===== config.mk =====
export PLATFORM = sky130hd
export DESIGN_NAME = recursive_mutex_fifo_waiters_unit
export DESIGN_NICKNAME = d
export VERILOG_FILES = /design/src/hdl/rmfw_pkg.sv /design/src/hdl/rmfw_ram.sv /design/src/hdl/rmfw_decide.sv /design/src/hdl/recursive_mutex_fifo_waiters_unit.sv
export SDC_FILE = /design/constraint.sdc
export NUM_CORES = 1
export LEC_CHECK = 0
export BUFFER_PORTS_ARGS = -buffer_cell sky130_fd_sc_hd__buf_2
export CORE_UTILIZATION = 54
export DETAILED_ROUTE_END_ITERATION = 10
export HOLD_SLACK_MARGIN = 0.02
export PLACE_DENSITY = 0.66
export SETUP_SLACK_MARGIN = 0.15
export SKIP_LAST_GASP = 1
export SYNTH_ARGS = -nofsm -noshare
export SYNTH_HDL_FRONTEND = slang
export SYNTH_SLANG_ARGS = --single-unit

===== constraint.sdc =====
create_clock -name clk_i -period 6 [get_ports clk_i]
set_input_delay 0.3 -clock clk_i [delete_from_list [all_inputs] [get_ports clk_i]]
set_output_delay 0.3 -clock clk_i [all_outputs]
set_load 0.05 [all_outputs]

===== src/hdl/rmfw_pkg.sv =====
// ----------------------------------------------------------------------------
// rmfw_pkg
// Types and status codes shared by the recursive mutex with its FIFO of
// waiting threads.
// ----------------------------------------------------------------------------
package rmfw_pkg;

  typedef enum logic [3:0] {
    STATUS_ACQUIRED        = 4'd0,
    STATUS_REENTERED       = 4'd1,
    STATUS_QUEUED          = 4'd2,
    STATUS_PARTLY_RELEASED = 4'd3,
    STATUS_FREED           = 4'd4,
    STATUS_HANDED_OFF      = 4'd5,
    STATUS_NOT_HOLDER      = 4'd6,
    STATUS_ALREADY_WAITING = 4'd7,
    STATUS_QUEUE_FULL      = 4'd8,
    STATUS_DEPTH_OVERFLOW  = 4'd9
  } status_e;

  typedef enum logic [1:0] {
    STATE_CLEAR,
    STATE_IDLE,
    STATE_EXEC
  } state_e;

  localparam logic MODE_ACQUIRE = 1'b0;
  localparam logic MODE_RELEASE = 1'b1;

  // Lock state seen by the decision logic.
  typedef struct packed {
    logic rel_req;
    logic held;
    logic is_owner;
    logic waiting;
    logic depth_max;
    logic depth_gt1;
    logic queue_full;
    logic queue_empty;
  } view_t;

  // Decision for one transaction.
  typedef struct packed {
    status_e status;
    logic    grant;
    logic    reenter;
    logic    enqueue;
    logic    dec;
    logic    handoff;
    logic    free;
  } action_t;

endpackage


===== src/hdl/rmfw_ram.sv =====
// ----------------------------------------------------------------------------
// rmfw_ram
// Generic single-write, single-read synchronous RAM with a registered read.
// ----------------------------------------------------------------------------
module rmfw_ram #(
  parameter int WIDTH = 8,
  parameter int DEPTH = 16
) (
  input  logic                     clk_i,
  input  logic                     we_i,
  input  logic [$clog2(DEPTH)-1:0] waddr_i,
  input  logic [WIDTH-1:0]         wdata_i,
  input  logic                     re_i,
  input  logic [$clog2(DEPTH)-1:0] raddr_i,
  output logic [WIDTH-1:0]         rdata_o
);

  logic [WIDTH-1:0] mem_q [DEPTH];
  logic [WIDTH-1:0] rdata_q;

  always_ff @(posedge clk_i) begin
    if (we_i) begin
      mem_q[waddr_i] <= wdata_i;
    end
    if (re_i) begin
      rdata_q <= mem_q[raddr_i];
    end
  end

  assign rdata_o = rdata_q;

endmodule


===== src/hdl/rmfw_decide.sv =====
// ----------------------------------------------------------------------------
// rmfw_decide
// Decides the outcome of one acquire or release transaction from the
// current lock state.
// ----------------------------------------------------------------------------
module rmfw_decide (
  input  rmfw_pkg::view_t   view_i,
  output rmfw_pkg::action_t act_o
);
  import rmfw_pkg::*;

  always_comb begin
    act_o = '{status: STATUS_NOT_HOLDER, default: 1'b0};
    if (!view_i.rel_req) begin
      priority if (view_i.held && view_i.is_owner) begin
        if (view_i.depth_max) begin
          act_o.status = STATUS_DEPTH_OVERFLOW;
        end else begin
          act_o.status  = STATUS_REENTERED;
          act_o.reenter = 1'b1;
        end
      end else if (view_i.waiting) begin
        act_o.status = STATUS_ALREADY_WAITING;
      end else if (!view_i.held) begin
        act_o.status = STATUS_ACQUIRED;
        act_o.grant  = 1'b1;
      end else if (view_i.queue_full) begin
        act_o.status = STATUS_QUEUE_FULL;
      end else begin
        act_o.status  = STATUS_QUEUED;
        act_o.enqueue = 1'b1;
      end
    end else begin
      priority if (!view_i.held || !view_i.is_owner) begin
        act_o.status = STATUS_NOT_HOLDER;
      end else if (view_i.depth_gt1) begin
        act_o.status = STATUS_PARTLY_RELEASED;
        act_o.dec    = 1'b1;
      end else if (!view_i.queue_empty) begin
        act_o.status  = STATUS_HANDED_OFF;
        act_o.handoff = 1'b1;
      end else begin
        act_o.status = STATUS_FREED;
        act_o.free   = 1'b1;
      end
    end
  end

endmodule


===== src/hdl/recursive_mutex_fifo_waiters_unit.sv =====
// ----------------------------------------------------------------------------
// recursive_mutex_fifo_waiters_unit
// Recursive mutex with a FIFO of waiting threads, a waiting flag per thread
// and direct hand-off to the oldest waiter on the final release.
// ----------------------------------------------------------------------------
//  Channel   Direction  Handshake               Payload
//  request   in         in_valid_i, in_stall_o  mode_i, thread_id_i
//  result    out        out_valid_o, out_stall_i status_o, wake_valid_o,
//                                               wake_thread_o, held_o,
//                                               holder_thread_o, hold_depth_o
//
// Each transaction is accepted in the IDLE state, where the accept reads the
// waiting flag and the queue head from their RAMs, and is decided and written
// back in the EXEC state. After reset every entry of the waiting flag RAM is
// swept to zero, and no request is accepted during the sweep. A stalled result
// holds the write-back cycle; a new request is still accepted while a finished
// result waits.
// ----------------------------------------------------------------------------
module recursive_mutex_fifo_waiters_unit #(
  parameter int THREAD_ID_BITS = 8,
  parameter int QUEUE_DEPTH    = 16,
  parameter int DEPTH_BITS     = 8
) (
  input  logic       clk_i,
  input  logic       rst_ni,
  input  logic       in_valid_i,
  output logic       in_stall_o,
  input  logic       mode_i,
  input  logic [7:0] thread_id_i,
  output logic       out_valid_o,
  input  logic       out_stall_i,
  output logic [3:0] status_o,
  output logic       wake_valid_o,
  output logic [7:0] wake_thread_o,
  output logic       held_o,
  output logic [7:0] holder_thread_o,
  output logic [7:0] hold_depth_o
);
  import rmfw_pkg::*;

  localparam int TW = THREAD_ID_BITS;
  localparam int PW = $clog2(QUEUE_DEPTH);
  localparam int CW = $clog2(QUEUE_DEPTH + 1);
  localparam int DW = DEPTH_BITS;
  localparam int NT = 1 << THREAD_ID_BITS;

  state_e state_q, state_d;

  logic [TW-1:0]   clr_q, clr_d;
  logic            mode_q;
  logic [TW-1:0]   tid_q;
  logic            held_q, held_d;
  logic [TW-1:0]   owner_q, owner_d;
  logic [DW-1:0]   nest_q, nest_d;
  logic [PW-1:0]   head_q, head_d;
  logic [PW-1:0]   tail_q, tail_d;
  logic [CW-1:0]   count_q, count_d;

  logic            out_valid_q, out_valid_d;
  status_e         status_q;
  logic            wake_valid_q;
  logic [TW-1:0]   wake_thread_q;
  logic            out_held_q;
  logic [TW-1:0]   out_holder_q;
  logic [DW-1:0]   out_depth_q;

  logic            accept;
  logic            commit;
  logic            clearing;
  logic [TW+7:0]   tid_ext;
  logic [TW-1:0]   tid_in;
  logic [TW-1:0]   woken;
  logic            mark_rdata;
  logic            mark_we;
  logic [TW-1:0]   mark_waddr;
  logic            mark_wdata;
  logic            queue_we;
  view_t           view;
  action_t         act;
  logic [TW+7:0]   wake_ext;
  logic [TW+7:0]   holder_ext;
  logic [DW+7:0]   depth_ext;

  assign tid_ext = {{TW{1'b0}}, thread_id_i};
  assign tid_in  = tid_ext[TW-1:0];

  always_comb begin
    state_d = state_q;
    unique case (state_q)
      STATE_CLEAR: begin
        if (clr_q == {TW{1'b1}}) begin
          state_d = STATE_IDLE;
        end
      end
      STATE_IDLE: begin
        if (in_valid_i) begin
          state_d = STATE_EXEC;
        end
      end
      STATE_EXEC: begin
        if (!out_valid_q || !out_stall_i) begin
          state_d = STATE_IDLE;
        end
      end
      default: state_d = STATE_CLEAR;
    endcase
  end

  always_comb begin
    in_stall_o = 1'b1;
    commit     = 1'b0;
    clearing   = 1'b0;
    unique case (state_q)
      STATE_CLEAR: clearing = 1'b1;
      STATE_IDLE:  in_stall_o = 1'b0;
      STATE_EXEC:  commit = !out_valid_q || !out_stall_i;
      default:     clearing = 1'b0;
    endcase
  end

  assign accept = in_valid_i && !in_stall_o;
  assign clr_d  = clearing ? clr_q + TW'(1) : clr_q;

  rmfw_ram #(
    .WIDTH (1),
    .DEPTH (NT)
  ) u_mark_ram (
    .clk_i   (clk_i),
    .we_i    (mark_we),
    .waddr_i (mark_waddr),
    .wdata_i (mark_wdata),
    .re_i    (accept),
    .raddr_i (tid_in),
    .rdata_o (mark_rdata)
  );

  rmfw_ram #(
    .WIDTH (TW),
    .DEPTH (QUEUE_DEPTH)
  ) u_queue_ram (
    .clk_i   (clk_i),
    .we_i    (queue_we),
    .waddr_i (tail_q),
    .wdata_i (tid_q),
    .re_i    (accept),
    .raddr_i (head_q),
    .rdata_o (woken)
  );

  assign view.rel_req     = (mode_q == MODE_RELEASE);
  assign view.held        = held_q;
  assign view.is_owner    = (owner_q == tid_q);
  assign view.waiting     = mark_rdata;
  assign view.depth_max   = (nest_q == {DW{1'b1}});
  assign view.depth_gt1   = (nest_q > DW'(1));
  assign view.queue_full  = (count_q >= CW'(QUEUE_DEPTH));
  assign view.queue_empty = (count_q == '0);

  rmfw_decide u_decide (
    .view_i (view),
    .act_o  (act)
  );

  always_comb begin
    mark_we    = 1'b0;
    mark_waddr = clr_q;
    mark_wdata = 1'b0;
    if (clearing) begin
      mark_we = 1'b1;
    end else if (commit && act.enqueue) begin
      mark_we    = 1'b1;
      mark_waddr = tid_q;
      mark_wdata = 1'b1;
    end else if (commit && act.handoff) begin
      mark_we    = 1'b1;
      mark_waddr = woken;
    end
  end

  assign queue_we = commit && act.enqueue;

  always_comb begin
    held_d  = held_q;
    owner_d = owner_q;
    nest_d  = nest_q;
    head_d  = head_q;
    tail_d  = tail_q;
    count_d = count_q;
    if (commit) begin
      if (act.grant) begin
        held_d  = 1'b1;
        owner_d = tid_q;
        nest_d  = DW'(1);
      end
      if (act.reenter) begin
        nest_d = nest_q + DW'(1);
      end
      if (act.dec) begin
        nest_d = nest_q - DW'(1);
      end
      if (act.enqueue) begin
        tail_d  = (tail_q == PW'(QUEUE_DEPTH - 1)) ? '0 : tail_q + PW'(1);
        count_d = count_q + CW'(1);
      end
      if (act.handoff) begin
        owner_d = woken;
        nest_d  = DW'(1);
        head_d  = (head_q == PW'(QUEUE_DEPTH - 1)) ? '0 : head_q + PW'(1);
        count_d = count_q - CW'(1);
      end
      if (act.free) begin
        held_d  = 1'b0;
        owner_d = '0;
        nest_d  = '0;
      end
    end
  end

  assign out_valid_d = commit || (out_valid_q && out_stall_i);

  always_ff @(posedge clk_i or negedge rst_ni) begin
    if (!rst_ni) begin
      state_q     <= STATE_CLEAR;
      clr_q       <= '0;
      held_q      <= 1'b0;
      owner_q     <= '0;
      nest_q      <= '0;
      head_q      <= '0;
      tail_q      <= '0;
      count_q     <= '0;
      out_valid_q <= 1'b0;
    end else begin
      state_q     <= state_d;
      clr_q       <= clr_d;
      held_q      <= held_d;
      owner_q     <= owner_d;
      nest_q      <= nest_d;
      head_q      <= head_d;
      tail_q      <= tail_d;
      count_q     <= count_d;
      out_valid_q <= out_valid_d;
    end
  end

  always_ff @(posedge clk_i) begin
    if (accept) begin
      mode_q <= mode_i;
      tid_q  <= tid_in;
    end
    if (commit) begin
      status_q      <= act.status;
      wake_valid_q  <= act.handoff;
      wake_thread_q <= act.handoff ? woken : '0;
      out_held_q    <= held_d;
      out_holder_q  <= held_d ? owner_d : '0;
      out_depth_q   <= held_d ? nest_d : '0;
    end
  end

  assign wake_ext   = {8'd0, wake_thread_q};
  assign holder_ext = {8'd0, out_holder_q};
  assign depth_ext  = {8'd0, out_depth_q};

  assign out_valid_o     = out_valid_q;
  assign status_o        = status_q;
  assign wake_valid_o    = wake_valid_q;
  assign wake_thread_o   = wake_ext[7:0];
  assign held_o          = out_held_q;
  assign holder_thread_o = holder_ext[7:0];
  assign hold_depth_o    = depth_ext[7:0];

  a_count_bound : assert property (@(posedge clk_i) disable iff (!rst_ni)
    count_q <= CW'(QUEUE_DEPTH))
    else $error("Waiter count exceeds the queue depth.");

  a_free_is_clean : assert property (@(posedge clk_i) disable iff (!rst_ni)
    !held_q |-> (owner_q == '0) && (nest_q == '0))
    else $error("Free lock keeps an owner or a depth.");

  a_handoff_owner : assert property (@(posedge clk_i) disable iff (!rst_ni)
    (out_valid_o && wake_valid_o) |-> held_o && (holder_thread_o == wake_thread_o))
    else $error("Woken thread is not the new holder.");

  a_no_accept_clear : assert property (@(posedge clk_i) disable iff (!rst_ni)
    (state_q == STATE_CLEAR) |-> in_stall_o && !commit)
    else $error("Request taken during the clearing sweep.");

endmodule


==> flow_summary.json <==
{
  "rows": 71,
  "crit_type": "reg -> reg",
  "cts_tree": "yes",
  "drv_cap": 0,
  "antennaDiodeCount": 0,
  "place.gp.congestion": 0.864,
  "status": "finished clean",
  "finalNetCount": 1469,
  "core_sq_um": 37800,
  "worstPathRequired_ns": 6.22,
  "dr.pass1.iters": 5,
  "fin_worst_skew_ns": 0.0194,
  "synth_flop_cell": "edfxtp_1",
  "finalCriticalPeriod_ns": 4.74,
  "p_per_area_nw_per_um2": 350,
  "avgSynthCellArea_sq_um": 14.8,
  "irDropWorstVdd_mv": 0.262,
  "gr-total-overflow": 0,
  "r2r_start": "nest_q[2]$_DFF_PN0_",
  "regToRegSetupSlack_ns": 1.26,
  "setup_viol": 0,
  "dpl_worst_slack_ns": 1.33,
  "cts_root_buf": "clkbuf_16",
  "design_area_sq_um": 23100,
  "yosysSeqAreaShare_pct": 67.0,
  "min_from": "out_stall_i",
  "track_usage_pct": 24.8,
  "rsz0062_at_grt": "false",
  "regArea_sq_um": 14000,
  "die_h_um": 199,
  "dp_cells": 1898,
  "path_clk_slew_ns": 0.06,
  "multi_input_area_sq_um": 6440,
  "cp.arrival_ns": 4.97,
  "via_per_inst": 6.20,
  "die_area_sq_um": 39500,
  "grt_pass1_vias": 12000,
  "holdWs_ns": 0.0395,
  "ys_warn_count": 0,
  "htree_levels": 2,
  "syn-instance-count": 1413,
  "vias": 12300,
  "synth_area_sq_um": 20900,
  "port_buffers": 44,
  "clock-sinks": 473,
  "r2r_cells": 7,
  "ios": 45,
  "grt_max_degree": 134,
  "syn_to_final_growth_pct": 10.7,
  "synth_nets": 1439,
  "hold_viol_final": 0,
  "power.total_mw": 8.09,
  "critPathCaptureType": "register",
  "clock_path_buffers": 3,
  "antenna_found_initial": 1,
  "synth_cell_types": 70,
  "place_hpwl_um": 29800,
  "nFillCells": 2849,
  "hold_end": "out_valid_o$_DFF_PN0_",
  "cp-start-kind": "register",
  "numCtsBuffers": 48,
  "totalWireLength_um": 47000,
  "drv_slew": 0,
  "grt_pass1_wl_um": 72300,
  "placedInstanceArea_sq_um": 21500,
  "remaining_drc_errors": 0,
  "hold_class": "in -> reg",
  "stdcell_count": 1991,
  "maxSlewHeadroom_pct": 21.3,
  "synth_edf_count": 432,
  "setup_slack_ns": 1.26,
  "wl_per_cell_um": 23.6,
  "clock.fmax_mhz": 211,
  "final_core_util_pct": 61.1,
  "start_util_pct": 55.2,
  "antenna_left": 0,
  "p_leak_nw": 7.02,
  "rr_endpoint": "u_mark_ram.mem_q[167]$_DFFE_PP_",
  "synth_seq_cells": 473,
  "ctsResizeCount": 0,
  "worst_slew_pin_slew_ns": 1.18,
  "drive_above_1_share_pct": 18.4,
  "fin_setup_tns_ns": 0,
  "clock_latency_ns": 0.58,
  "async_flop_share_pct": 8.67,
  "finalCritPeriodShare_pct": 79.0,
  "hold_depth": 3,
  "dr.first_iter.drc_count": 1248,
  "cp_max_fo": 25,
  "die_x_um": 199
}
timing repair:
item / CTS / global route
buffers inserted: 0 / 0
hold buffers: 6 / 0
endpoints found under the hold margin: 47 / 0
layout make-up:
cell class,count,area share [%]
clock buffer,62,5.52
inverter,10,0.184
clock inverter,25,0.996
sequential,473,60.6
timing repair buffer,76,2.12
tap,511,2.77
multi-input combinational,834,27.8
power by group:
group | switching, mW | internal, mW
combinational | 0.953 | 0.355
sequential | 0.153 | 3.73
clock | 1.22 | 1.67
total | 2.33 | 5.76
worst max-delay path, cell delays in order (launching register included):
cell	delay [ns]
dfrtp_1	0.48
or4_4	0.59
nor4_4	0.61
nand3_1	0.51
o32a_1	0.50
o21ai_0	0.41
nand2_1	0.64
nor4_1	0.64
synth_stat cells (all sizes together), types with 2 or more instances:
master | count | share of area [%]
a31oi | 6 | 0.18
a22o | 10 | 0.42
nand4 | 25 | 0.81
xor2 | 3 | 0.13
a221oi | 13 | 0.83
mux2 | 7 | 0.38
nand4b | 3 | 0.13
nor2 | 274 | 4.9
a21o | 5 | 0.18
buf | 45 | 1.1
nand2b | 10 | 0.30
ha | 12 | 0.72
o22a | 2 | 0.084
or3 | 3 | 0.090
mux2i | 6 | 0.31
mux4 | 104 | 11
a32oi | 3 | 0.13
a21oi | 31 | 0.78
nand3 | 33 | 0.79
dfrtp | 41 | 4.9
nand2 | 77 | 1.4
o22ai | 7 | 0.21
o21ai | 21 | 0.52
and3 | 4 | 0.12
or4 | 2 | 0.090
nor3b | 2 | 0.072
o211ai | 8 | 0.29
a22oi | 14 | 0.50
and4 | 2 | 0.084
and2 | 14 | 0.42
xnor2 | 20 | 0.84
a32o | 3 | 0.14
o31ai | 5 | 0.20
clkbuf | 51 | 0.92
a211oi | 12 | 0.53
or2 | 3 | 0.090
edfxtp | 432 | 62
nor3 | 48 | 1.2
nor2b | 13 | 0.39
o211a | 5 | 0.24
a221o | 4 | 0.19
inv | 10 | 0.18
nor4 | 8 | 0.31
flip-flops by register name (all words and copies together) (netlist names), 2 cells and up:
name,count
owner_q,8
u_queue_ram.rdata_o,8
tail_q,4
wake_thread_o,8
status_o,4
state_q,2
u_queue_ram.mem_q,128
clr_q,8
count_q,5
head_q,4
holder_thread_o,8
hold_depth_o,8
u_mark_ram.mem_q,256
tid_q,8
nest_q,8
logic make-up after synthesis:
family	after synthesis	synth area share [%]
muxes	117	11.9
buffers and inverters	106	2.17
DFF	473	67.0
xor gates and xnor gates	23	0.964
adders and majority gates	13	0.815
and+or+nand+nor	524	11.4
AOI/OAI and AO/OA	157	5.77
per-layer routing:
| metal | global-route usage, % | part of all wire (%) | vias up |
|---|---|---|---|
| li1 | - | - | 5506 |
| met1 | 36.5 | 44 | 6340 |
| met2 | 38.7 | 47 | 429 |
| met3 | 3.98 | 6.3 | 66 |
| met4 | 6.55 | 2.3 | 2 |
| met5 | 0 | 0.028 | - |
cells in the final DEF, fill, tap and decap left out, types with 8 or more instances in the layout:
master	n
edfxtp_1	432
nor2_1	273
mux4_2	104
nand2_1	77
clkbuf_16	49
nor3_1	46
buf_2	43
dfrtp_1	40
nand3_1	33
a21oi_1	29
buf_4	26
nand4_1	23
xnor2_1	20
o21ai_0	18
and2_1	14
a22oi_1	14
nor2b_1	13
clkbuf_1	13
ha_1	12
nand2b_1	10
a22o_1	10
inv_1	9
a221oi_1	9
clkinv_1	9
a211oi_1	8
o211ai_1	8
worst max-delay path by stage:
stage	from	end	slack [ns]	depth (start not counted)
2_1_floorplan	out_valid_o$_DFF_PN0_	u_queue_ram.mem_q[3][0]$_DFFE_PP_	1.13	7
3_3_place_gp	nest_q[2]$_DFF_PN0_	u_mark_ram.mem_q[167]$_DFFE_PP_	1.46	7
3_5_place_dp	nest_q[2]$_DFF_PN0_	u_mark_ram.mem_q[167]$_DFFE_PP_	1.33	7
4_1_cts	nest_q[2]$_DFF_PN0_	u_mark_ram.mem_q[167]$_DFFE_PP_	1.32	7
5_1_grt	nest_q[2]$_DFF_PN0_	u_mark_ram.mem_q[167]$_DFFE_PP_	0.92	7
6_report	nest_q[2]$_DFF_PN0_	u_mark_ram.mem_q[167]$_DFFE_PP_	1.26	7
No activity file was read; power rests on OpenSTA's default activity.
